==> src/hdl/sobel_pkg.sv <==
// Shared types, widths and register codes of the Sobel edge threshold stream.
package sobel_pkg;

  localparam int unsigned MAX_WIDTH  = 1024;
  localparam int unsigned MAX_HEIGHT = 4096;

  localparam int unsigned PIX_W    = 8;
  localparam int unsigned ROW_W    = 12;
  localparam int unsigned COL_W    = 10;
  localparam int unsigned WIDTH_W  = 11;
  localparam int unsigned HEIGHT_W = 13;
  localparam int unsigned THR_W    = 10;
  localparam int unsigned ADDR_W   = $clog2(MAX_WIDTH);

  localparam int unsigned Q_DEPTH  = 8;
  localparam int unsigned Q_PTR_W  = $clog2(Q_DEPTH);
  localparam int unsigned CREDIT_W = $clog2(Q_DEPTH + 1);

  localparam int unsigned APB_ADDR_W = 4;
  localparam int unsigned APB_DATA_W = 32;

  localparam logic [1:0] REG_IMAGE_WIDTH    = 2'd0;
  localparam logic [1:0] REG_IMAGE_HEIGHT   = 2'd1;
  localparam logic [1:0] REG_EDGE_THRESHOLD = 2'd2;

  localparam logic [WIDTH_W-1:0]  WIDTH_RESET     = 11'd640;
  localparam logic [HEIGHT_W-1:0] HEIGHT_RESET    = 13'd480;
  localparam logic [THR_W-1:0]    THRESHOLD_RESET = 10'd50;

  localparam logic [PIX_W-1:0] PIX_WHITE = 8'hFF;
  localparam logic [PIX_W-1:0] PIX_BLACK = 8'h00;

  typedef struct packed {
    logic [WIDTH_W-1:0]  image_width;
    logic [HEIGHT_W-1:0] image_height;
    logic [THR_W-1:0]    edge_threshold;
  } cfg_t;

  typedef struct packed {
    logic [ROW_W-1:0] row;
    logic [COL_W-1:0] col;
    logic [PIX_W-1:0] red;
    logic [PIX_W-1:0] green;
    logic [PIX_W-1:0] blue;
    logic             has_edge;
    logic             edge_white;
    logic             is_border;
  } item_t;

endpackage

==> src/hdl/sobel_cfg.sv <==
// APB-style configuration registers of the Sobel edge threshold stream.
module sobel_cfg import sobel_pkg::*; (
  input  logic                  clk_i,
  input  logic                  rst_ni,
  input  logic                  psel,
  input  logic                  penable,
  input  logic                  pwrite,
  input  logic [APB_ADDR_W-1:0] paddr,
  input  logic [APB_DATA_W-1:0] pwdata,
  output logic [APB_DATA_W-1:0] prdata,
  output logic                  pready,
  output cfg_t                  cfg_o
);

  cfg_t cfg_q;
  logic wr_en;

  assign pready = 1'b1;
  assign wr_en  = psel && penable && pwrite;
  assign cfg_o  = cfg_q;

  always_ff @(posedge clk_i or negedge rst_ni) begin
    if (!rst_ni) begin
      cfg_q.image_width    <= WIDTH_RESET;
      cfg_q.image_height   <= HEIGHT_RESET;
      cfg_q.edge_threshold <= THRESHOLD_RESET;
    end else if (wr_en) begin
      unique case (paddr[3:2])
        REG_IMAGE_WIDTH:    cfg_q.image_width    <= pwdata[WIDTH_W-1:0];
        REG_IMAGE_HEIGHT:   cfg_q.image_height   <= pwdata[HEIGHT_W-1:0];
        REG_EDGE_THRESHOLD: cfg_q.edge_threshold <= pwdata[THR_W-1:0];
        default: ;
      endcase
    end
  end

  always_comb begin
    prdata = '0;
    unique case (paddr[3:2])
      REG_IMAGE_WIDTH:    prdata = APB_DATA_W'(cfg_q.image_width);
      REG_IMAGE_HEIGHT:   prdata = APB_DATA_W'(cfg_q.image_height);
      REG_EDGE_THRESHOLD: prdata = APB_DATA_W'(cfg_q.edge_threshold);
      default:            prdata = '0;
    endcase
  end

endmodule

==> config.mk <==
export PLATFORM = sky130hd
export DESIGN_NAME = sobel_cfg
export DESIGN_NICKNAME = d
export VERILOG_FILES = /design/src/hdl/sobel_pkg.sv /design/src/hdl/sobel_cfg.sv
export SDC_FILE = /design/constraint.sdc
export NUM_CORES = 1
export LEC_CHECK = 0
export BUFFER_PORTS_ARGS = -buffer_cell sky130_fd_sc_hd__clkbuf_2
export CAP_MARGIN = 40
export CORE_MARGIN = 1.5
export CORE_UTILIZATION = 43
export CTS_CLUSTER_DIAMETER = 50
export DETAILED_ROUTE_END_ITERATION = 6
export HOLD_SLACK_MARGIN = 0.12
export PLACE_DENSITY = 0.8
export SLEW_MARGIN = 15
export SYNTH_ARGS = -nofsm -noshare
export SYNTH_HDL_FRONTEND = slang
export SYNTH_SLANG_ARGS = --single-unit
==> constraint.sdc <==
create_clock -name clk_i -period 1.1 [get_ports clk_i]
set_input_delay 0.165 -clock clk_i [delete_from_list [all_inputs] [get_ports clk_i]]
set_output_delay 0.165 -clock clk_i [all_outputs]
set_load 0.03 [all_outputs]
# [Word-level counts from Yosys, hierarchy flattened]
# Cells that the tools add are included.
[word_totals] input_bits=41 register_bits=34 out_inout_bits=67 wordCells=12
[op_classes] eq_ne=2 mux=1 reduce_logical=6
[ops] cell="13-bit one-hot mux with 3 select lines" n=1
[ops] cell="2-bit AND reduction" n=3
[ops] cell="2-bit by 1-bit equality test with 1-bit output, second input constant" n=1
[ops] cell="2-bit equality test, second input constant" n=1
[ops] cell="1-bit logical AND" n=2
[ops] cell="2-bit logical NOT" n=1

# [Logic depth before layout (Yosys ltp)]
[depth] depth_word=3 mapped_depth=5 depth_no_buf=3

# [Worst setup path before layout]
# OpenSTA, ideal clock, no wires.
[synth_path] path_type="register to output" startpoint="register cfg_q (netlist bit cfg_o[15])" endpoint="output prdata[5]" path_buffers=0 stages_incl_launch_ff=3 arrival_time_ps=1398 slack_ps=-463 required_time_ps=935 path_cell_list="dfstp_2 mux2i_1 o21ai_0"
[synth_via] elab_chain_len=1
[synth_rtl] element="from (decl)" line_no="sobel_cfg.sv:15" text="cfg_t cfg_q;"
[synth_rtl] element="13-bit one-hot mux with 3 select lines" line_no="sobel_cfg.sv:39" text="unique case (paddr[3:2])"
[synth_rtl] element="to (decl)" line_no="sobel_cfg.sv:10" text="output logic [APB_DATA_W-1:0] prdata,"
# No other way between the ends.

# [Final worst setup path]
[layout_path] startpoint="register cfg_q (netlist bit cfg_o[30])" endpoint="output prdata[7]"
# Same word-level chain as after synthesis.

==> flow_summary_export.csv <==
group,metric,value,unit
yosys,syn_area_per_cell,12.78,µm²
pwr,pwr_density_cell,2054,nW/µm²
setup_path,reg2reg_to,"cfg_o[33]",
clock_tree,htree_levels,2,
drt,wl_per_cell,17.82,µm
setup_path,rrSetupSlack,0.10,ns
setup_path,cp-start-kind,"flip-flop",
final_layout,final_nets,286,
drt,wl,5240,µm
drt,vias_per_cell,4.925,
die,die_w,66.58,µm
setup_path,r2r_start,"cfg_o[33]",
clock_tree,clk_pin_slew,0.08,ns
clock_tree,cts_sinks,34,
yosys,ys_ff_latch,34,
die,initial_core_util,0.4608,
pwr,irDropWorstVdd,1540,µV
setup_path,cp_data_arrival_time,1.31,ns
sta,fin_ws,-0.3788,ns
final_layout,largest_reg_flops,34,
yosys,ys_types,19,
placed_design,placed_area,2212,µm²
yosys,synthMuxAreaShare,0.3053,
yosys,netlist_area,1738,µm²
yosys,synthCells,136,
placed_design,dp_hpwl,2944,µm
pwr,p_leak,1.448,nW
sta,grt_setup_unrepaired,"yes",
placed_design,placed_cells,257,
yosys,yosysWarnings,0,
yosys,synthArstFlopShare,1.000,
flow_run,maxCapViolations,0,
setup_path,endpoint_kind,"primary output",
clock_tree,clock_path_buffers,2,
clock_tree,tritoncts,"built",
die,floorplan.rows,22,
clock_tree,tritoncts.num_buffers,5,
worst_hold_path,min_path_type,"in -> reg",
die,die_y,66.58,µm
yosys,synth_compound_area_frac,0.02880,
worst_hold_path,worstHoldStart,"pwdata[1]",
global_routing,grtUsageTotal,0.2491,
final_layout,final_layout_size_suffix_gt1_frac,0.7520,
final_layout,fin_area,2949,µm²
final_layout,diodes,0,
sta,setup_viol,32,
die,die-area,4432,µm²
drt,drcViolationCount,0,
drt,via_count,1448,
yosys,synth_edf_count,0,
global_routing,grt_overflow,0,
placed_design,portBuffers,66,
global_routing,antenna_found_initial,0,
global_routing,grt_pass1_vias,1555,
yosys,synth-simple-area-share,0.05544,
final_layout,fill_cells,222,
setup_path,worstPathMaxFanout,2,
yosys,synthAdderAreaFrac,0,
final_layout,syn2layout_area_growth,69.69,%
drt,drt-initial-drc-count,44,
sta,maxSlewViolCount,0,
global_routing,grt_max_degree,35,
worst_hold_path,whs_endpoint,"cfg_o[24]",
setup_path,startpoint,"cfg_o[30]",
yosys,synth-xor-area-share,0,
setup_path,critPathKind,"reg -> out",
run_status,failed_checks,"negative setup slack",
run_status,status,"finished with violations",
die,io_pins,108,
sta,hold_viol_final,0,
die,core,3771,µm²
yosys,synth_flop_cell,"dfrtp_1",
sta,period_share,1.344,
sta,fmax,676.2,MHz
clock_tree,worst_skew_pair.late_latency,0.31,ns
setup_path,reg2regPathDepth,3,
yosys,synth_top_family_by_area,"multiplexers",
placed_design,place_congestion,0.7485,
worst_hold_path,min_path_cells,2,
global_routing,grt_pass1_wl,7817,µm
final_layout,fin_cells,294,
drt,dr.pass1.iters,4,
clock_tree,cts_root_buf,"clkbuf_8",
sta,min_period,1.479,ns
drt,detail-route-antenna-nets,0,
yosys,synth_sequential_area_ratio,0.4960,
setup_path,required,0.94,ns
sta,fin_skew,0,ns
-- synthesized netlist by cell type (2+ instances only) --
cell,n,area (µm²)
clkbuf_1,2,7.510
conb_1,2,7.510
buf_2,3,15.01
mux2i_1,11,110.1
buf_4,21,157.7
mux2_2,24,270.3
and3b_1,2,17.52
o21ai_0,10,50.05
dfrtp_1,25,625.6
mux2_4,10,150.1
nand2_1,10,37.54
dfstp_2,9,236.5
-- worst max-delay path by stage --
stage	endpoint	slack, ns
2_1_floorplan	cfg_o[0]	-0.10
3_3_place_gp	cfg_o[0]	-0.24
3_5_place_dp	cfg_o[3]	-0.25
4_1_cts	prdata[7]	-0.33
5_1_grt	prdata[6]	-0.41
6_report	prdata[7]	-0.38
-- metal layers --
metal  vias to the layer above  wire [µm]  track usage
li1                        643          -            -
met1                       717       1926       0.2614
met2                        72       2798       0.4450
met3                        16        337      0.08953
met4                         0        178       0.1071
met5                         -          0            0
-- timing repair --
action / 4_1_cts / 5_1_grt
hold buffers: 4 / 1
hold endpoints to repair: 38 / 1
resized for setup: 73 / 56
gates cloned: 0 / 0
setup endpoints to repair: 23 / 43
buffers inserted: 13 / 17
pin swaps: 3 / 3
-- worst max-delay path, stage by stage, from the launching register on --
cell	delay (ns)
dfstp_2	0.55
mux2i_2	0.09
o21ai_2	0.18
clkbuf_8	0.18
-- logic make-up after synthesis --
logic type / count (synthesis)
multiplexers: 45
flip-flops: 34
buffers and inverters: 27
AND/OR/NAND/NOR: 18
AO/OA/AOI/OAI: 10
other: 2
-- through the flow --
step                      power, mW  hold slack (ns)    util  TNS (ns)  worst slack [ns]
after global placement        3.777           0.1385  0.5866    -8.348           -0.2389
after detailed placement      3.826           0.1413  0.5866    -9.074           -0.2527
final                         6.059           0.1263  0.7820    -4.505           -0.3788
after global routing          6.290           0.1300  0.7820    -5.494           -0.4053
after CTS                     5.637           0.1254  0.7356    -4.186           -0.3311
after floorplan               3.266          -0.1306       -    -2.688           -0.1015
-- power breakdown --
part           leakage, nW  internal (mW)  switching (mW)  total, mW
logic                 1.01           1.49            1.49       2.98
clock network       0.0504          0.674           0.527       1.20
registers            0.389           1.62           0.261       1.88
-- area by class of cell --
cell class                      instances  area, µm²  share of cell area
Clock inverter                          3      45.04             0.01527
Timing Repair Buffer                  111       1089              0.3691
Sequential cell                        34      874.6              0.2966
Tap cell                               48      60.06             0.02036
Clock buffer                            5      68.82             0.02333
Multi-Input combinational cell         93      812.0              0.2753
-- placed cells by master, fill, tap and decap left out, drive strengths merged --
cell type / n
nand3: 1
and3b: 2
nor2b: 1
conb: 20
mux2i: 11
nor3: 1
dfrtp: 25
dlygate4sd3: 5
nand2: 10
o21ai: 10
clkinvlp: 2
nor3b: 1
clkbuf: 46
or3b: 1
nor2: 1
mux2: 34
buf: 65
bufinv: 1
dfstp: 9
No activity file was read; power rests on OpenSTA's default activity.
