--- config.mk ---
export PLATFORM = sky130hd
export DESIGN_NAME = sobel_back
export DESIGN_NICKNAME = d
export VERILOG_FILES = /design/src/hdl/sobel_pkg.sv /design/src/hdl/sobel_back.sv
export SDC_FILE = /design/constraint.sdc
export NUM_CORES = 1
export LEC_CHECK = 0
export ABC_CLOCK_PERIOD_IN_PS = 3100
export BUFFER_PORTS_ARGS = -buffer_cell sky130_fd_sc_hd__clkbuf_2
export CELL_PAD_IN_SITES_DETAIL_PLACEMENT = 0
export CELL_PAD_IN_SITES_GLOBAL_PLACEMENT = 1
export CORE_ASPECT_RATIO = 0.6
export CORE_MARGIN = 4
export CORE_UTILIZATION = 18
export CTS_CLUSTER_SIZE = 25
export DETAILED_ROUTE_END_ITERATION = 8
export PLACE_DENSITY_LB_ADDON = 0.1
export SLEW_MARGIN = 30
export SYNTH_ARGS = -nofsm -noshare
export SYNTH_HDL_FRONTEND = slang
export SYNTH_SLANG_ARGS = --single-unit
--- constraint.sdc ---
create_clock -name clk_i -period 3.1 [get_ports clk_i]
set_input_delay 0.155 -clock clk_i [delete_from_list [all_inputs] [get_ports clk_i]]
set_output_delay 0.155 -clock clk_i [all_outputs]
set_load 0.05 [all_outputs]
--- src/hdl/sobel_pkg.sv ---
// Shared types, widths and register codes of the Sobel edge threshold stream.
package sobel_pkg;

  localparam int unsigned MAX_WIDTH  = 1024;
  localparam int unsigned MAX_HEIGHT = 4096;

  localparam int unsigned PIX_W    = 8;
  localparam int unsigned ROW_W    = 12;
  localparam int unsigned COL_W    = 10;
  localparam int unsigned WIDTH_W  = 11;
  localparam int unsigned HEIGHT_W = 13;
  localparam int unsigned THR_W    = 10;
  localparam int unsigned ADDR_W   = $clog2(MAX_WIDTH);

  localparam int unsigned Q_DEPTH  = 8;
  localparam int unsigned Q_PTR_W  = $clog2(Q_DEPTH);
  localparam int unsigned CREDIT_W = $clog2(Q_DEPTH + 1);

  localparam int unsigned APB_ADDR_W = 4;
  localparam int unsigned APB_DATA_W = 32;

  localparam logic [1:0] REG_IMAGE_WIDTH    = 2'd0;
  localparam logic [1:0] REG_IMAGE_HEIGHT   = 2'd1;
  localparam logic [1:0] REG_EDGE_THRESHOLD = 2'd2;

  localparam logic [WIDTH_W-1:0]  WIDTH_RESET     = 11'd640;
  localparam logic [HEIGHT_W-1:0] HEIGHT_RESET    = 13'd480;
  localparam logic [THR_W-1:0]    THRESHOLD_RESET = 10'd50;

  localparam logic [PIX_W-1:0] PIX_WHITE = 8'hFF;
  localparam logic [PIX_W-1:0] PIX_BLACK = 8'h00;

  typedef struct packed {
    logic [WIDTH_W-1:0]  image_width;
    logic [HEIGHT_W-1:0] image_height;
    logic [THR_W-1:0]    edge_threshold;
  } cfg_t;

  typedef struct packed {
    logic [ROW_W-1:0] row;
    logic [COL_W-1:0] col;
    logic [PIX_W-1:0] red;
    logic [PIX_W-1:0] green;
    logic [PIX_W-1:0] blue;
    logic             has_edge;
    logic             edge_white;
    logic             is_border;
  } item_t;

endpackage

--- src/hdl/sobel_back.sv ---
// Result sequencer: turns each queued item into its edge and border results.
module sobel_back import sobel_pkg::*; (
  input  logic             clk_i,
  input  logic             rst_ni,
  input  item_t            head_i,
  input  logic             q_empty_i,
  input  logic             pop_i,
  output logic             empty_o,
  output logic             retire_o,
  output logic [ROW_W-1:0] out_row_o,
  output logic [COL_W-1:0] out_col_o,
  output logic [PIX_W-1:0] out_red_o,
  output logic [PIX_W-1:0] out_green_o,
  output logic [PIX_W-1:0] out_blue_o,
  output logic             last_of_run_o
);

  logic             phase_q;
  logic             edge_phase;
  logic             take;
  logic [PIX_W-1:0] level;

  assign empty_o    = q_empty_i;
  assign take       = pop_i && !q_empty_i;
  assign edge_phase = head_i.has_edge && !phase_q;
  assign level      = head_i.edge_white ? PIX_WHITE : PIX_BLACK;

  always_comb begin
    if (edge_phase) begin
      out_row_o     = head_i.row - ROW_W'(1);
      out_col_o     = head_i.col - COL_W'(1);
      out_red_o     = level;
      out_green_o   = level;
      out_blue_o    = level;
      last_of_run_o = !head_i.is_border;
    end else begin
      out_row_o     = head_i.row;
      out_col_o     = head_i.col;
      out_red_o     = head_i.red;
      out_green_o   = head_i.green;
      out_blue_o    = head_i.blue;
      last_of_run_o = 1'b1;
    end
  end

  assign retire_o = take && last_of_run_o;

  always_ff @(posedge clk_i or negedge rst_ni) begin
    if (!rst_ni) begin
      phase_q <= 1'b0;
    end else if (take) begin
      phase_q <= !last_of_run_o;
    end
  end

endmodule

Word-level counts from Yosys, hierarchy flattened --
Index checks and enable logic that the tools add are counted. Widths: inputs -> output; s select.
Word-level totals: input bits 53, bits in registers 1, word-level logic and storage cells 17, output and inout port bits 49
Cells by class: mux-type cells 7, reduce and logical (&&, ||, !) cells 7, add/sub/neg operators 2
Operators by type and width (count):
- $mux 8 | 4
- $mux 12 | 1
- $sub 12x1->12 const B | 1
- $mux 10 | 1
- $sub 10x1->10 const B | 1
- $logic_not 1->1 | 4
- $logic_and 1x1->1 | 3
- $mux 1 | 1

Depth between registers and ports, before layout --
Gate-level depths: netlist of run 1.
depth after elaboration 4, mapped depth 5, mapped depth without buffers 5

Worst setup path after synthesis of run 1 --
OpenSTA, ideal clock, no wires.
path type register to output, from reg phase_q, to out out_row_o[10], arrival 1964 ps, data required time 2945 ps, slack 981 ps, cell stages (with the launch flop) 4, buffers on the path 0, cell sequence dfrtp_1 -> nor4b_2 -> nand4_1 -> xnor2_1
On the way: longest elaborated chain between the ends 3
Ends and longest elaborated chain:
- start: declaration | line sobel_back.sv:18 | logic phase_q;
- start signal: assignment | line sobel_back.sv:52 | phase_q <= !last_of_run_o;
- $logic_not 1->1 | line sobel_back.sv:25 | assign edge_phase = head_i.has_edge && !phase_q;
- $logic_and 1x1->1 | line sobel_back.sv:25
- $mux 12 | line sobel_back.sv:29 | if (edge_phase) begin
- end: declaration | line sobel_back.sv:10 | output logic [ROW_W-1:0] out_row_o,
No other way between the ends.

Final worst setup path of run 1 --
from reg phase_q, to out out_red_o[6]
On the way: longest elaborated chain between the ends 3
Ends and longest elaborated chain:
- $logic_not 1->1 | line sobel_back.sv:25
- $logic_and 1x1->1 | line sobel_back.sv:25
- $mux 8 | line sobel_back.sv:29
- end: declaration | line sobel_back.sv:12 | output logic [PIX_W-1:0] out_red_o,
No other way between the ends.

==> results of run 1 <==
-- worst max-delay path by stage --
| stage | start | end | slack (ns) | depth (start not counted) |
|---|---|---|---|---|
| 6_report | phase_q | out_red_o[6] | 1.03 | 4 |
| 5_1_grt | phase_q | out_blue_o[1] | 0.78 | 4 |
| 4_1_cts | phase_q | out_red_o[7] | 0.95 | 4 |
| 3_5_place_dp | phase_q | out_red_o[7] | 0.95 | 4 |
| 3_3_place_gp | phase_q | out_red_o[0] | 1.09 | 4 |
| 2_1_floorplan | phase_q | out_row_o[10] | 0.98 | 3 |
-- Yosys cell counts, drive strengths merged, types with 3 or more instances --
cell type / n / area share [%]
clkbuf: 5 / 2.7
inv: 4 / 2.1
nand2: 55 / 29
o21ai: 4 / 2.8
xor2: 7 / 8.7
nor3: 5 / 4.3
nand4: 3 / 2.7
nor2: 5 / 2.7
xnor2: 12 / 15
nor4: 3 / 4.8
-- worst max-delay path, cell delays in order, from the launching register on --
cell and delay [ns]:
dfrtp_1 0.41, nor2b_1 0.43, nand2_1 0.56, nand2_1 0.20, clkbuf_2 0.30
-- kinds of logic after synthesis --
logic type / Yosys count / share of synthesized area [%]
compound gates: 6 / 4.803
xor+xnor: 19 / 23.67
fa+ha+maj: 2 / 3.558
buf+inv: 11 / 6.583
flops: 1 / 3.558
simple gates: 83 / 57.83
-- power by group --
group / internal [mW] / switching (mW) / total [mW] / leakage, nW
clock network: 0 / 0 / 0 / 0
logic: 0.0948 / 0.303 / 0.398 / 0.766
registers: 0.0147 / 0.00232 / 0.0170 / 0.0132
total: 0.110 / 0.305 / 0.415 / 0.779
-- metrics by stage --
step | instances | area, um2 | hold WS, ns | worst slack (ns) | power, mW
3_3_place_gp | 264 | 1244 | -0.06722 | 1.093 | 0.4168
6_report | 265 | 1254 | 0.4581 | 1.034 | 0.4145
5_1_grt | 265 | 1254 | 0.4807 | 0.7756 | 0.4384
3_5_place_dp | 264 | 1244 | -0.06936 | 0.9484 | 0.4176
2_1_floorplan | 122 | 703.2 | -0.1406 | 0.9812 | 0.3086
4_1_cts | 265 | 1254 | 0.4592 | 0.9531 | 0.4196
-- timing repair --
| item | 4_1_cts | 5_1_grt |
|---|---|---|
| hold buffers | 1 | 0 |
| endpoints found under the setup margin | 0 | 0 |
| endpoints found under the hold margin | 1 | 0 |
-- layout make-up --
| class | instances | share of cell area, % |
|---|---|---|
| timing repair buffer | 103 | 41.72 |
| multi-input combinational | 110 | 50.40 |
| inverter | 4 | 1.198 |
| sequential | 1 | 1.996 |
| tap | 47 | 4.691 |
-- routing by layer --
metal  vias up  part of all wire, %  global-route usage (%)
met2        45                   44                   16.70
met4         0                    0                       0
met5         -                    0                       0
li1        589                    -                       -
met1       455                   47                   14.05
met3         0                  8.8                  0.4399
==> run metrics, run 1 <==
maxcap violations=0; drt drc=0; clk slew on worst S/H paths=0 ns; Fmax=0.4839 GHz; sequential area share after synthesis=3.559%; DR WL/cell=10.55 um; Die W=88.69 um; Final ANT Viol Nets=0; CP Data Arrival Time=1.91 ns; Tot GR Track Use=9.691%; Final Setup Violations=0; Post-Synthesis Cells=122; Worst-Margin Slew=0.6979 ns; Initial DRC Count=16; # fillers=414; num ports=102; total number of vias=1089; # nets final=275; Initial Utilization=18.89%; HPWL Detailed=2471 um; EDFF count, synth=0; fin util=33.68%; Core Footprint=0.003722 mm2; ratio of cells with drive above 1 in the final layout=49.54%; status=complete, no violations; Multi-input gate area=631.9 um2; asr flop ratio synth=100.0%; Detailed Route WL=2796 um; Critical R2R Launch=phase_q; Fin Clk Skew=0 ns; GPL Wtd Cong=0.7300; Primary FF master, synth=dfrtp_1; reg2reg end=phase_q; pin count of the biggest net entering global routing=25; Top reg by flops=phase_q; first-pass GRT wire length=4188 um; CTS resizes=0; die area=0.005003 mm2; Setup Crit Path Kind=reg -> out; n_diodes=0; syn_area_per_cell=5.764 um2; vias in the first global route=941; Relative slew margins=53.36%; setup TNS=0 ns; unrepaired setup endpoints after global routing=false; flop and latch count out of synthesis=1; Die Ht=56.42 um; Ys Warns=0; # rows=17; Final min period=2.066 ns; DR pass1 iterations=4; r2r setup slk=1.85 ns; Syn Std Cell Area=703.2 um2; Port Buffers=101; CP Max Fanout=24; biggest regs=phase_q (1); vias per inst=4.109; Worst Path Required=2.94 ns; final hold viol count=0; grt ovf=0; synth-to-layout area growth=78.29%; initial antenna violation count=0; most frequent cells in the layout=clkbuf_2 (101), nand2_1 (55), xnor2_1 (12); pwr/cell area=330.7 mW/mm2; max-slew violation count=0; worst-case reg-to-reg path depth=3; Worst VDD drop=0.1226 mV; startpoint type of the worst setup path=flop; hold crit path type=in -> async; most common cell after layout, fill and taps aside=clkbuf_2; register area=25.02 um2; Final period util=66.66%; number of flip-flops under the largest register name=1; Synth Net Count=177; Leak=0.7789 nW; Worst setup EP type=output pin; Clock Latency Late Sink=0 ns; Cell variety after synth=28; postcts setup bufs=0
No activity file was read; power rests on OpenSTA's default activity.
==> run 2, diff against run 1 <==
--- a/config.mk
+++ b/config.mk
@@ -5,13 +5,13 @@
 export SDC_FILE = /design/constraint.sdc
 export NUM_CORES = 1
 export LEC_CHECK = 0
-export ABC_CLOCK_PERIOD_IN_PS = 3100
+export ABC_CLOCK_PERIOD_IN_PS = 2020
 export BUFFER_PORTS_ARGS = -buffer_cell sky130_fd_sc_hd__clkbuf_2
 export CELL_PAD_IN_SITES_DETAIL_PLACEMENT = 0
 export CELL_PAD_IN_SITES_GLOBAL_PLACEMENT = 1
 export CORE_ASPECT_RATIO = 0.6
 export CORE_MARGIN = 4
-export CORE_UTILIZATION = 18
+export CORE_UTILIZATION = 16
 export CTS_CLUSTER_SIZE = 25
 export DETAILED_ROUTE_END_ITERATION = 8
 export PLACE_DENSITY_LB_ADDON = 0.1
==> constraint.sdc (replaced) <==
create_clock -name clk_i -period 2.02 [get_ports clk_i]
set_input_delay 0.101 -clock clk_i [delete_from_list [all_inputs] [get_ports clk_i]]
set_output_delay 0.101 -clock clk_i [all_outputs]
set_load 0.05 [all_outputs]
==> run metrics, run 2 (synthesis results as in run 1) <==
number of flip-flops under the largest register name=1 (unchanged); combinational share of power=96.4% (+0.5 points); ratio of cells with drive above 1 in the final layout=53.64% (+4.1 points); wl on met1=1307 um (-0.68%); internal power=243.1 uW (+120%); n_diodes=0 (unchanged); Worst Path Required=1.92 ns (-1.02 ns); Fin Clk Skew=0 ns (unchanged); met3 WL=432 um (+75%); die area=0.005554 mm2 (+11%); final worst slack=0.2573 ns (-0.7763 ns); initial antenna violation count=0 (unchanged); Top reg by flops=phase_q; Sw Pwr=489.2 uW (+60%); DR pass1 iterations=3 (-1); HPWL Detailed=2668 um (+8.0%); worst path cell trace=or4b_4 -> nor4_4 -> xor2_2 -> clkbuf_2; Tot GR Track Use=10.48% (+0.79 points); worst-case reg-to-reg path depth=4 (+1); vias per inst=4.064 (-1.1%); Clock Latency Late Sink=0 ns (unchanged); Worst VDD drop=0.2324 mV (+90%); sequential share of power=3.6% (-0.5 points); num ports=102 (unchanged); pwr/cell area=489.8 mW/mm2 (+48%); Final period util=87.26%; Core Footprint=0.004167 mm2 (+12%); setup TNS=0 ns (unchanged); DR WL met2=1285 um (+4.3%); clk slew on worst S/H paths=0 ns (unchanged); most common cell after layout, fill and taps aside=clkbuf_2; startpoint type of the worst setup path=flop; # fillers=454 (+9.7%); synth-to-layout area growth=112.6%; max incr delay on CP=0.61 ns (+0.05 ns); maxcap violations=0 (unchanged); status=complete, no violations; Relative slew margins=52.45% (-0.91 points); drt drc=0 (unchanged); Final ANT Viol Nets=0 (unchanged); grt ovf=0 (unchanged); pin count of the biggest net entering global routing=27 (+8.0%); hold crit path type=in -> reg; Leak=0.8877 nW (+14%); Detailed Route WL=3025 um (+8.2%); most frequent cells in the layout=clkbuf_2 (91), nand2_1 (55), buf_12 (10); Fmax=0.5673 GHz; Final Setup Violations=0 (unchanged); Initial Utilization=16.88% (-2.0 points); Die W=93.59 um (+5.5%); max-slew violation count=0 (unchanged); Final min period=1.763 ns; CP Data Arrival Time=1.66 ns (-0.25 ns); total number of vias=1138 (+4.5%); postcts setup bufs=0 (unchanged); first-pass GRT wire length=4878 um (+16%); Die Ht=59.35 um (+5.2%); clock power share=0% (unchanged); unrepaired setup endpoints after global routing=false; # nets final=277 (+0.73%); Setup Crit Path Kind=reg -> out; DR WL/cell=10.80 um (+2.4%); Initial DRC Count=25 (+9); Top Metal Used=met3; Post-Place Worst Slack=0.2522 ns (-0.6962 ns); Worst setup EP type=output pin; Sw Share=66.80% (-6.8 points); Port Buffers=101 (unchanged); GPL Wtd Cong=0.7141 (-2.2%); Worst-Margin Slew=0.7116 ns (+0.01364 ns); CP Max Fanout=6 (-75%); # rows=18 (+1); vias in the first global route=1106 (+18%); biggest regs=phase_q (1); WHS Path Cells=3; Crit-path slowest cell=or4b_4; hold slack=0.4191 ns (-0.03898 ns); final hold viol count=0 (unchanged)
run 2: worst paths after layout:
| kind | to | slack, ns | start |
|---|---|---|---|
| worst min-delay path | phase_q | 0.42 | head_i[0] |
| min in group asynchronous | phase_q | 0.44 | rst_ni |
| worst max-delay path | out_col_o[9] | 0.26 | phase_q |
| max in group asynchronous | phase_q | 1.49 | rst_ni |
| worst min register to register | phase_q | 0.61 | phase_q |
| worst max register to register | phase_q | 0.90 | phase_q |
run 2: metrics by stage:
step	utilization, %	power (mW)	std cells	area (um2)
final	35.89	0.7323	280	1495
after global routing	35.89	0.7781	280	1495
after detailed placement	35.65	0.7355	279	1485
after floorplan	-	0.4791	122	763.2
after global placement	35.65	0.7365	279	1485
after CTS	35.89	0.7391	280	1495
run 2: critical path, delay by kind of cell (launching register included):
family                    cells  cell delay, ns
buffers and inverters         1            0.28
xor gates and xnor gates      1            0.14
and+or+nand+nor               2            0.80
DFF                           1            0.43
run 2: per-layer routing:
| layer | track usage [%] | vias to the layer above |
|---|---|---|
| li1 | - | 593 |
| met1 | 13.37 | 493 |
| met2 | 17.78 | 52 |
| met3 | 4.442 | 0 |
| met4 | 0 | 0 |
| met5 | 0 | - |
run 2: cell type report:
class | instances | area (um2) | share of cell area [%]
flip-flops and latches | 1 | 25.02 | 1.674
multi-input cells | 110 | 691.9 | 46.28
well taps | 60 | 75.07 | 5.021
repair buffers | 105 | 688.2 | 46.03
inverters | 4 | 15.01 | 1.004
run 2: power by group through the flow:
| stage | logic [mW] | registers (mW) | clock network (mW) |
|---|---|---|---|
| floorplan | 0.454 | 0.0252 | 0 |
| global placement | 0.711 | 0.0259 | 0 |
| detailed placement | 0.709 | 0.0263 | 0 |
| CTS | 0.713 | 0.0265 | 0 |
| global route | 0.751 | 0.0273 | 0 |
| finish | 0.706 | 0.0267 | 0 |
run 2: repair_timing:
action,in CTS,in global routing
gates resized for setup,0,0
hold endpoints to repair,1,0
hold buffers,1,0
