[src/hdl/sobel_pkg.sv]
// Shared types, widths and register codes of the Sobel edge threshold stream.
package sobel_pkg;

  localparam int unsigned MAX_WIDTH  = 1024;
  localparam int unsigned MAX_HEIGHT = 4096;

  localparam int unsigned PIX_W    = 8;
  localparam int unsigned ROW_W    = 12;
  localparam int unsigned COL_W    = 10;
  localparam int unsigned WIDTH_W  = 11;
  localparam int unsigned HEIGHT_W = 13;
  localparam int unsigned THR_W    = 10;
  localparam int unsigned ADDR_W   = $clog2(MAX_WIDTH);

  localparam int unsigned Q_DEPTH  = 8;
  localparam int unsigned Q_PTR_W  = $clog2(Q_DEPTH);
  localparam int unsigned CREDIT_W = $clog2(Q_DEPTH + 1);

  localparam int unsigned APB_ADDR_W = 4;
  localparam int unsigned APB_DATA_W = 32;

  localparam logic [1:0] REG_IMAGE_WIDTH    = 2'd0;
  localparam logic [1:0] REG_IMAGE_HEIGHT   = 2'd1;
  localparam logic [1:0] REG_EDGE_THRESHOLD = 2'd2;

  localparam logic [WIDTH_W-1:0]  WIDTH_RESET     = 11'd640;
  localparam logic [HEIGHT_W-1:0] HEIGHT_RESET    = 13'd480;
  localparam logic [THR_W-1:0]    THRESHOLD_RESET = 10'd50;

  localparam logic [PIX_W-1:0] PIX_WHITE = 8'hFF;
  localparam logic [PIX_W-1:0] PIX_BLACK = 8'h00;

  typedef struct packed {
    logic [WIDTH_W-1:0]  image_width;
    logic [HEIGHT_W-1:0] image_height;
    logic [THR_W-1:0]    edge_threshold;
  } cfg_t;

  typedef struct packed {
    logic [ROW_W-1:0] row;
    logic [COL_W-1:0] col;
    logic [PIX_W-1:0] red;
    logic [PIX_W-1:0] green;
    logic [PIX_W-1:0] blue;
    logic             has_edge;
    logic             edge_white;
    logic             is_border;
  } item_t;

endpackage

[src/hdl/sobel_queue.sv]
// Item queue between the front end and the result sequencer.
module sobel_queue import sobel_pkg::*; (
  input  logic  clk_i,
  input  logic  rst_ni,
  input  logic  wr_i,
  input  item_t wr_item_i,
  input  logic  rd_i,
  output item_t head_o,
  output logic  empty_o
);

  item_t               mem_q [Q_DEPTH];
  logic [Q_PTR_W-1:0]  wptr_q, rptr_q;
  logic [CREDIT_W-1:0] count_q;

  assign empty_o = (count_q == '0);
  assign head_o  = mem_q[rptr_q];

  always_ff @(posedge clk_i) begin
    if (wr_i) begin
      mem_q[wptr_q] <= wr_item_i;
    end
  end

  always_ff @(posedge clk_i or negedge rst_ni) begin
    if (!rst_ni) begin
      wptr_q  <= '0;
      rptr_q  <= '0;
      count_q <= '0;
    end else begin
      if (wr_i) begin
        wptr_q <= wptr_q + Q_PTR_W'(1);
      end
      if (rd_i) begin
        rptr_q <= rptr_q + Q_PTR_W'(1);
      end
      count_q <= count_q + CREDIT_W'(wr_i) - CREDIT_W'(rd_i);
    end
  end

endmodule

[config.mk]
export PLATFORM = sky130hd
export DESIGN_NAME = sobel_queue
export DESIGN_NICKNAME = d
export VERILOG_FILES = /design/src/hdl/sobel_pkg.sv /design/src/hdl/sobel_queue.sv
export SDC_FILE = /design/constraint.sdc
export NUM_CORES = 1
export LEC_CHECK = 0
export ABC_AREA = 1
export BUFFER_PORTS_ARGS = -buffer_cell sky130_fd_sc_hd__buf_2
export CAP_MARGIN = 25
export CELL_PAD_IN_SITES_DETAIL_PLACEMENT = 1
export CELL_PAD_IN_SITES_GLOBAL_PLACEMENT = 2
export CORE_ASPECT_RATIO = 2
export CORE_MARGIN = 2
export CORE_UTILIZATION = 30
export CTS_CLUSTER_DIAMETER = 200
export CTS_CLUSTER_SIZE = 12
export DETAILED_ROUTE_END_ITERATION = 10
export GPL_TIMING_DRIVEN = 0
export PLACE_DENSITY_LB_ADDON = 0.08
export REMOVE_ABC_BUFFERS = 1
export SYNTH_ARGS = -nofsm -noshare
export SYNTH_HDL_FRONTEND = slang
export SYNTH_SLANG_ARGS = --single-unit
[constraint.sdc]
create_clock -name clk_i -period 3.4 [get_ports clk_i]
set_clock_uncertainty 0.2 [all_clocks]
set_input_delay 0.17 -clock clk_i [delete_from_list [all_inputs] [get_ports clk_i]]
set_output_delay 0.17 -clock clk_i [all_outputs]
set_load 0.03 [all_outputs]
=== Yosys cells after proc, flatten, opt, wreduce, memory -nomap -nowiden ===
Memory sizes are Yosys's and may differ from the RTL's.
Cells that the tools add are included.

* Register bits: 10
* RAM bits: 392
* Bits of input ports: 53
* Output and inout bits: 50
* Word-level logic and storage cells: 11
* Memories: 1

{| class="wikitable"
|+ Memories
! memory !! depth !! width !! rd ports !! clocked after memory_dff !! wr ports !! RTL line !! RTL
|-
| mem_q || 8 || 49 || 1 || 0 || 1 || sobel_queue.sv:12 || <nowiki>item_t mem_q [Q_DEPTH];</nowiki>
|}

* Add/subtract/negate cells: 4
* Multiplexer cells: 2
* Reduce and logical (&&, ||, !) cells: 1

{| class="wikitable"
|+ Operator list
! kind !! count
|-
| adder 3 x 1 -> 3 bit, second input constant || 2
|-
| adder 4 x 1 -> 4 bit || 1
|-
| zero test 4 bit || 1
|-
| subtractor 4 x 1 -> 4 bit || 1
|-
| 2-to-1 mux 1 bit || 2
|}

=== Logic depth before layout (Yosys ltp) ===
Gate-level depths: netlist of the first run.

* Depth in word-level cells: 2
* Gate-level depth with buffers: 9
* Gate-level depth less buffers: 7

=== Worst setup path before layout of the first run ===
OpenSTA, ideal clock, no wires.

* Path type: register to register
* From: register wptr_q[0]
* To: memory mem_q[0][0] (netlist bit) (enable)
* Setup time: 0.456 ns
* Arrival: 2.791 ns
* Data required time: 2.744 ns
* Path slack: -0.047 ns
* Stages on the path, launching flop included: 3
* Path buffers: 0
* Period minus slack after synthesis: 3.447 ns
* Cell sequence: dfrtp_1 or2_2 nor2_1

{| class="wikitable"
|+ RTL lines
! item !! RTL line !! RTL
|-
| start, declared || sobel_queue.sv:13 || <nowiki>logic [Q_PTR_W-1:0] wptr_q, rptr_q;</nowiki>
|-
| start signal, assigned || sobel_queue.sv:32 || <nowiki>wptr_q <= wptr_q + Q_PTR_W'(1);</nowiki>
|-
| end, declared || sobel_queue.sv:12 ||
|}

Straight into the memory's write port.

==> metrics, run 1 <==
global-route wire length before repair approximately 75,000 um; via count 11,930; CTS sink cnt 402; final WL 48,810 um; status completed; Initial Util 0.3032; period utilisation layout 0.9117; Starting DRT DRC Count about 460; layout cells sized above 1 0.09865; ys async rst share 0.02488; critical path class reg -> out; Critical Path Source Type flop; count of different cell masters after synthesis 19; # rows 125; Final setup viols 0; Overflow after GRT 0; drt pass-1 iters 4; Commonest cells post-synth nand2_1 (650), inv_1 (407), edfxtp_1 (392); max-cap violation count 0; CTS tree yes; hold depth 3; dpl cells between 2,000 and 3,000; Worst Reg-to-Reg Cells 4; Post-Syn Instances ~1,800; Max IR drop VDD between 0.4 and 0.5 mV; Setup crit end kind output pin; Min-Delay Path Class in -> reg; hold path startpoint rd_i; crit path to head_o[34]; Final Hold Fails 0; register clock-pin slew on the reported worst setup and hold paths around 60 ps; RePlAce Congestion roughly 0.64; Clock Tree Root clkbuf_16; reg2reg setup slack just over 1000 ps; RSZ-0062 raised after global routing no; max_slew headroom 0.4019; Area contributors post-synth edfxtp_1 (67%), nand2_1 (14%), inv_1 (8.7%), nand3_1 (5.6%), dfrtp_1 (1.4%); die width 175.5 um; Num CTS Buffers 39; Yosys reg bits ~400; synthesized cell area around 18,000 um2; Pleak about 9.6 nW; Clock Path Buffers 3; post-synthesis sequential area ratio 0.6814; antenna-violating nets left 0; cell with the most instances after synthesis nand2_1; Top Ports 103; clk_lat worst skew roughly 540 ps; fin nets between 1,500 and 2,000; yosys synthesis warning count 0; post-route insts no fill ~2,700; vias in the first global route around 13,000; vias per cell roughly 4.4; Main synth FF type edfxtp_1; height of the die roughly 350 um; setup TNS 0 ps; Final min period 3100 ps; Arr. time, crit path ~2700 ps; maximum level of the CTS H-tree 2; IO buf count between 100 and 150; Worst-Margin Slew ~900 ps; max frequency between 0.3 and 0.4 GHz; crit-path max FO 55; Critical Path Source rptr_q[0]; Post-synth EDFFs slightly below 400; GRT Resource Usage Total 0.1633; worst r2r dst mem_q[1][18]; PnR Total Power ~17 mW; antenna violations before repair 3; largest net degree at the start of global routing between 60 and 70; DP Wirelength approximately 27,000 um; Core Region just under 60,000 um2; Routed WL per cell between 15 and 20 um; cell taking the most area after synthesis edfxtp_1; Post-Syn Area per Cell approximately 10 um2; # DRC 0; Max Slew Vio Count 0; PD cells 827.2 nW/um2; synthesis-to-finish area growth 19.52%; Required @ worst endpoint around 3000 ps; area share of the largest cell type after synthesis 0.6672; reg2reg start wptr_q[0]; DIE AREA approximately 60,000 um2
where the power goes:
part / leakage [nW] / switching, mW / total [mW] / internal (mW)
Combinational: 5.35 / 5.01 / 7.09 / 2.08
Clock: 0.526 / 1.81 / 3.99 / 2.18
Sequential: 3.68 / 0.338 / 6.36 / 6.02
Total: 9.55 / 7.16 / 17.4 / 10.3
metal layers:
layer	global-route usage	vias to the layer above	wire length [um]
li1	-	5737	-
met4	0.04250	4	1013
met1	0.1986	5969	20720
met5	0	-	24
met3	0.02376	57	1595
met2	0.2995	165	25450
per-stage QoR:
step,hold slack (ps),area (um2),utilization,setup WS (ps)
3_3_place_gp,-148.0,18660,0.3207,-9758
4_1_cts,156.1,21060,0.3619,109.9
5_1_grt,201.4,21090,0.3624,87.41
3_5_place_dp,-135.9,19370,0.3329,134.4
6_report,188.7,21090,0.3624,300.3
2_1_floorplan,-325.6,17190,-,-2679
timing repair:
| item | 4_1_cts | 5_1_grt |
|---|---|---|
| endpoints found under the hold margin | 410 | 0 |
| buffers inserted | 1 | 1 |
| resized for setup | 2 | 0 |
| cloned | 2 | 0 |
| endpoints found under the setup margin | 29 | 2 |
| hold buffers | 53 | 0 |
cell type report:
class	count	area, um2
fillers	6616	37100
clock buffers	55	1079
diodes	1	2.502
repair inverters	1	8.758
repair buffers	185	1749
well taps	762	953.4
multi-input cells	873	3692
inverters	409	1559
clock inverters	1	8.758
flip-flops and latches	402	12030
kinds of logic (layout without fill, tap and decap cells):
family | after synthesis | count (layout) | synth area share
compound gates | 3 | 3 | 0.0008508
xor+xnor | 5 | 5 | 0.002482
fa+ha+maj | 8 | 8 | 0.006099
buf+inv | 484 | 651 | 0.1127
flops | 402 | 402 | 0.6814
other cells | 0 | 1 | 0
simple gates | 857 | 857 | 0.1965
registers in the layout, indices dropped and copies added (netlist names):
signal and cells:
wptr_q 3, count_q 4, rptr_q 3, mem_q 392
worst max-delay path, cell delays in order, from the launching register on:
cell,delay (ps)
dfrtp_4,630
buf_16,260
inv_16,210
bufbuf_16,470
nand2_1,100
nand3_1,80
nand2_1,60
nand2_1,50
nand2_1,80
buf_2,180
worst min-delay path by stage:
stage | endpoint
floorplan | count_q[0]
global placement | count_q[3]
detailed placement | count_q[2]
CTS | rptr_q[0]
global route | rptr_q[0]
finish | rptr_q[0]
cell usage in the layout, fill, tap and decap left out, drive strengths merged:
cell type,synthesis,layout
inv,409,410
xor2,4,4
or2,1,1
nand3,197,197
fa,1,1
clkinv,0,1
buf,58,130
clkbuf,17,56
ha,7,7
nor2,9,9
edfxtp,392,392
xnor2,1,1
bufbuf,0,1
nand2,650,650
dlygate4sd3,0,53
a21oi,1,1
o21ai,2,2
diode,0,1
dfrtp,10,10
Power figures use the tool's default switching activity.
==> run 2: changes to the inputs <==
--- a/config.mk
+++ b/config.mk
@@ -17,6 +17,7 @@
 export CTS_CLUSTER_SIZE = 12
 export DETAILED_ROUTE_END_ITERATION = 10
 export GPL_TIMING_DRIVEN = 0
+export MAX_ROUTING_LAYER = met4
 export PLACE_DENSITY_LB_ADDON = 0.08
 export REMOVE_ABC_BUFFERS = 1
 export SYNTH_ARGS = -nofsm -noshare
==> metrics, run 2 (synthesized netlist as in run 1, its figures left out) <==
Crit path buffers/inverters 4 (unchanged); sequential share of power 0.365 (about the same); Clock Path Buffers 3 (unchanged); # DRC 0 (unchanged); DP Wirelength 27,290 um (unchanged); vias in the first global route 12,770 (-0.023%); Pleak 9.554 nW (about the same); Area after DPL 19,370 um2 (unchanged); PD cells 826.9 nW/um2 (about the same); Routed WL per cell 18.11 um (-0.21%); Setup crit end kind output pin; largest reg by FF count mem_q; Final min period 3095 ps (-4.556 ps); CP max stage delay 630 ps (about the same); Fill cells 6,618 (+0.030%); DIE AREA 60,880 um2 (unchanged); Max Slew Vio Count 0 (unchanged); synthesis-to-finish area growth 19.55% (about the same); crit-path max FO 55 (unchanged); Clock Tree Root clkbuf_16; Worst-Margin Slew 891.6 ps (-5.644 ps); Required @ worst endpoint 3030 ps (about the same); layout cells sized above 1 0.09865 (unchanged); maximum level of the CTS H-tree 2 (unchanged); Arr. time, crit path 2730 ps (about the same); die width 175.5 um (unchanged); IO buf count 102 (unchanged); Top Ports 103 (unchanged); via count 11,910 (-0.15%); internal power 10.29 mW (about the same); antenna violations before repair 3 (unchanged); Num CTS Buffers 39 (unchanged); switch share 0.4102 (about the same); max frequency 0.3231 GHz (+0.15%); combinational power share 0.407 (about the same); commonest non-fill, non-tap cell in the layout nand2_1; drt pass-1 iters 4 (unchanged); RePlAce Congestion 0.6496 (+0.87%); Net Switching 7.155 mW (about the same); critical path class reg -> out; RSZ-0062 raised after global routing no; register clock-pin slew on the reported worst setup and hold paths 60 ps (about the same); Final setup viols 0 (unchanged); Starting DRT DRC Count 462 (-0.43%); clk_lat worst skew 550 ps (about the same); CP cell instances buf_16 -> inv_16 -> bufbuf_16 -> nand2_1 -> nand3_1 -> nand2_1 -> nand2_1 -> nand2_1 -> buf_2; Core Region 58,180 um2 (unchanged); PnR Total Power 17.44 mW (about the same); max-cap violation count 0 (unchanged); Initial Util 0.3032 (unchanged); final WL 48,740 um (-0.14%); Overflow after GRT 0 (unchanged); status completed; Regs by FF count mem_q x392, count_q x4; Largest register FFs 392 (unchanged); commonest cells after routing, fill and taps aside nand2_1 (650), inv_1 (406), edfxtp_1 (392); CP dominant cell by count nand2_1; largest net degree at the start of global routing 67 (unchanged); cell family with most CP delay buffers and inverters; GRT Resource Usage Total 0.1682 (+0.004807); Final Hold Fails 0 (unchanged); hold_ws 187.7 ps (-1.024 ps); period utilisation layout 0.9104 (-0.001340); fin nets 1,972 (unchanged); antenna-violating nets left 0 (unchanged); vias per cell 4.427 (-0.23%); CTS sink cnt 402 (unchanged); # rows 125 (unchanged); global-route wire length before repair 74,890 um (about the same); fin area 21,090 um2 (about the same); Min-Delay Path Class in -> reg; Max IR drop VDD 0.4769 mV (+0.65%); Crit-path slowest cell dfrtp_4; height of the die 346.9 um (unchanged); Critical Path Source Type flop; Clk pwr share 0.229 (about the same); CTS tree yes; max_slew headroom 0.4056 (+0.003763)
run 2: cell count changes in the layout (fill, tap and decap cells not counted), sizes merged:
cell   previous run  this run
diode             1         3
run 2: per-stage QoR:
step	utilization	setup TNS [ps]	std cells	worst slack (ps)
after CTS	0.3619	0	2687	109.9
after floorplan	-	-142680	1684	-2679
final	0.3625	0	2691	304.8
after detailed placement	0.3329	0	2575	134.4
after global placement	0.3207	-1669380	2548	-9758
after global routing	0.3625	0	2691	87.56
run 2: final timing paths:
path / start / endpoint / slack, ps / cells past startpoint
worst max-delay path: rptr_q[0] / head_o[34] / 300 / 9
worst min-delay path: rd_i / rptr_q[0] / 190 / 3
worst max register to register: wptr_q[0] / mem_q[1][18] / 1030 / 4
worst min register to register: wptr_q[0] / wptr_q[0] / 330 / 2
max in group asynchronous: rst_ni / rptr_q[2] / 2150 / 3
min in group asynchronous: rst_ni / count_q[2] / 450 / 3
run 2: final cells by class:
type                       count  area (um2)  share of cell area
inverter                     409        1559             0.07392
clock buffer                  55        1079             0.05114
antenna                        3       7.507           0.0003560
sequential                   402       12030              0.5705
timing repair buffer         185        1749             0.08294
tap                          762       953.4             0.04521
clock inverter                 1       8.758           0.0004153
timing repair inverter         1       8.758           0.0004153
multi-input combinational    873        3692              0.1751
run 2: power groups by stage:
stage,clock network [mW],logic [mW],registers [mW]
final,3.99,7.09,6.36
after global routing,4.30,8.00,6.43
after CTS,4.16,7.31,6.41
after detailed placement,0,7.04,6.58
after global placement,0,5.09,6.98
after floorplan,0,4.16,6.64
run 2: worst reg2reg max path, delay by kind of cell, from the launching register on:
kind / cells / cell delay (ps)
and+or+nand+nor: 2 / 970
buffers and inverters: 2 / 500
DFF: 1 / 380
run 2: metal layers:
layer / part of all wire / GRT usage / vias to the layer above
li1: - / - / 5745
met5: 0 / - / -
met1: 0.43 / 0.1988 / 5957
met2: 0.52 / 0.2999 / 156
met4: 0.021 / 0.04250 / 0
met3: 0.030 / 0.02300 / 56
run 2: repair_timing:
| item | CTS | global route |
|---|---|---|
| pin swaps | 0 | 0 |
| cloned | 2 | 0 |
| endpoints found under the hold margin | 410 | 0 |
| setup endpoints to repair | 29 | 2 |
| hold buffers | 53 | 0 |
| buffers inserted | 1 | 1 |
| gates resized for setup | 2 | 0 |
==> run 3: changes to the inputs <==
--- a/config.mk
+++ b/config.mk
@@ -5,7 +5,6 @@
 export SDC_FILE = /design/constraint.sdc
 export NUM_CORES = 1
 export LEC_CHECK = 0
-export ABC_AREA = 1
 export BUFFER_PORTS_ARGS = -buffer_cell sky130_fd_sc_hd__buf_2
 export CAP_MARGIN = 25
 export CELL_PAD_IN_SITES_DETAIL_PLACEMENT = 1
==> metrics, run 3 <==
status completed; Worst-Margin Slew 802.0 ps (-89.58 ps); maximum level of the CTS H-tree 2 (unchanged); height of the die 322.7 um (-7.0%); commonest non-fill, non-tap cell in the layout edfxtp_1; Final min period 3141 ps (+45.76 ps); Overflow after GRT 0 (unchanged); Multi-input gate area 3082 um2 (-17%); Area contributors post-synth edfxtp_1 (77%), mux4_2 (14%), mux2_2 (3.8%), dfrtp_1 (1.6%), ha_1 (0.57%); GRT Resource Usage Total 0.1407 (-0.02746); CTS sink cnt 402 (unchanged); Core Region 50,070 um2 (-14%); RePlAce Congestion 0.6099 (-6.1%); Initial Util 0.3043 (+0.001072); largest net degree at the start of global routing 54 (-19%); Area after DPL 17,000 um2 (-12%); Commonest cells post-synth edfxtp_1 (392), mux4_2 (98), mux2_2 (51); fin area 18,630 um2 (-12%); clk_lat worst skew 520 ps (-30 ps); synthesized cell area 15,240 um2 (-14%); Post-Syn Area per Cell 24.62 um2 (+150%); # rows 116 (-7.2%); Regs by FF count mem_q x392, count_q x4; Main synth FF type edfxtp_1; Top Ports 103 (unchanged); Largest register FFs 392 (unchanged); yosys synthesis warning count 0 (unchanged); Post-Syn Instances 619 (-65%); Final Hold Fails 0 (unchanged); post-synthesis sequential area ratio 0.7890 (+0.1075); Starting DRT DRC Count 369 (-20%); pre-CTS setup slack 319.3 ps (+184.9 ps); post-route setup slack 259.0 ps (-45.76 ps); Final setup viols 0 (unchanged); post-route insts no fill 1,479 (-45%); antenna violations before repair 1 (-2); IO buf count 102 (unchanged); antenna-violating nets left 0 (unchanged); ys async rst share 0.02488 (unchanged); critical path class reg -> out; Required @ worst endpoint 3030 ps (about the same); cell taking the most area after synthesis edfxtp_1; synthesis-to-finish area growth 22.27%; max-cap violation count 0 (unchanged); Post-synth EDFFs 392 (unchanged); Fill cells 4,808 (-27%); DIE AREA 52,720 um2 (-13%); dpl cells 1,373 (-47%); CTS tree yes; final WL 34,710 um (-29%); Worst Reg-to-Reg Cells 7 (+3); FF/Latch Area 12,030 um2 (unchanged); hold depth 3 (unchanged); die width 163.4 um (-6.9%); setup TNS 0 ps (unchanged); PD cells 866.9 nW/um2 (+4.8%); count of different cell masters after synthesis 21 (+2); max frequency 0.3184 GHz (-1.5%); commonest cells after routing, fill and taps aside edfxtp_1 (392), buf_2 (102), mux4_2 (98); Routed WL per cell 23.47 um (+30%); max_slew headroom 0.4653 (+0.05972); vias in the first global route 7,947 (-38%); area share of the largest cell type after synthesis 0.7725 (+0.1053); Pleak 6.064 nW (-37%); Min-Delay Path Class in -> reg; Num CTS Buffers 39 (unchanged); CTS resizes 0 (-2); Yosys reg bits 402 (unchanged); fin nets 881 (-55%); Arr. time, crit path 2770 ps (+40 ps); register clock-pin slew on the reported worst setup and hold paths 60 ps (about the same); Clock Path Buffers 3 (unchanged); Clock Tree Root clkbuf_16; Max Slew Vio Count 0 (unchanged); layout cells sized above 1 0.4065 (+0.3079); largest reg by FF count mem_q; # DRC 0 (unchanged); drt pass-1 iters 4 (unchanged); PnR Total Power 16.15 mW (-7.4%); DP Wirelength 20,430 um (-25%); period utilisation layout 0.9238 (+0.01346); via count 6,956 (-42%); Setup crit end kind output pin; Max IR drop VDD 0.4805 mV (+0.77%); cell with the most instances after synthesis edfxtp_1; Critical Path Source Type flop; global-route wire length before repair 52,120 um (-30%); vias per cell 4.703 (+6.2%); RSZ-0062 raised after global routing no; crit-path max FO 53 (-3.6%)
==> run 3: cell count changes in the layout (fill, tap and decap cells not counted), moves of 3 or more <==
cell      delta
nand2_1    -646
inv_1      -398
nand3_1    -197
mux4_2      +98
mux2_2      +51
buf_6       +12
buf_16       -7
clkbuf_1     -6
buf_12       -4
buf_8        +3
nand2b_1     +3
==> run 3: worst paths after layout <==
kind	startpoint	end	slack [ps]
worst max-delay path	rptr_q[2]	head_o[10]	260
worst min-delay path	rd_i	rptr_q[0]	230
worst max register to register	wptr_q[1]	mem_q[0][21]	660
worst min register to register	wptr_q[1]	wptr_q[1]	360
max in group asynchronous	rst_ni	rptr_q[2]	2160
min in group asynchronous	rst_ni	count_q[1]	460
==> run 3: cells by family after synthesis <==
family                     count (synthesis)  share of synthesized area
and+or+nand+nor                           16                   0.004763
buffers and inverters                     36                    0.01240
adders and majority gates                  8                   0.007062
muxes                                    149                     0.1825
xor gates and xnor gates                   6                   0.003449
AOI/OAI and AO/OA                          2                  0.0008210
DFF                                      402                     0.7890
==> run 3: timing repair <==
item	4_1_cts	5_1_grt
buffers inserted	2	0
hold buffers	53	0
endpoints found under the hold margin	409	0
endpoints found under the setup margin	19	0
==> run 3: routing by layer <==
layer	vias up	wire length, um	GRT usage	share of wire
met5	-	0	-	0
met3	53	1407	0.02109	0.041
li1	2999	-	-	-
met1	3736	14970	0.1815	0.43
met4	0	794	0.04169	0.023
met2	168	17540	0.2305	0.51
==> run 3: report_power, final <==
| part | internal (mW) | leakage, nW | switching (mW) |
|---|---|---|---|
| Sequential | 6.24 | 3.67 | 0.370 |
| Combinational | 2.48 | 1.87 | 3.20 |
| Clock | 2.16 | 0.519 | 1.71 |
==> run 3: cell type report <==
type | count | share of cell area
antenna | 1 | 0.0001343
clock buffer | 49 | 0.05668
clock inverter | 1 | 0.0004701
inverter | 8 | 0.001612
multi-input combinational | 181 | 0.1654
sequential | 402 | 0.6459
tap | 649 | 0.04359
timing repair buffer | 188 | 0.08623
==> run 3: critical path, cell delays in order (launching register included) <==
cell and delay [ps]:
dfrtp_4 950, buf_16 380, mux4_2 360, mux2_2 320
buf_2 190
==> run 3: stage by stage <==
| step | utilization | hold slack (ps) |
|---|---|---|
| floorplan | - | -325.6 |
| CTS | 0.3720 | 208.4 |
| global placement | 0.3275 | -156.6 |
| finish | 0.3721 | 229.6 |
| global route | 0.3721 | 250.2 |
| detailed placement | 0.3395 | -146.5 |
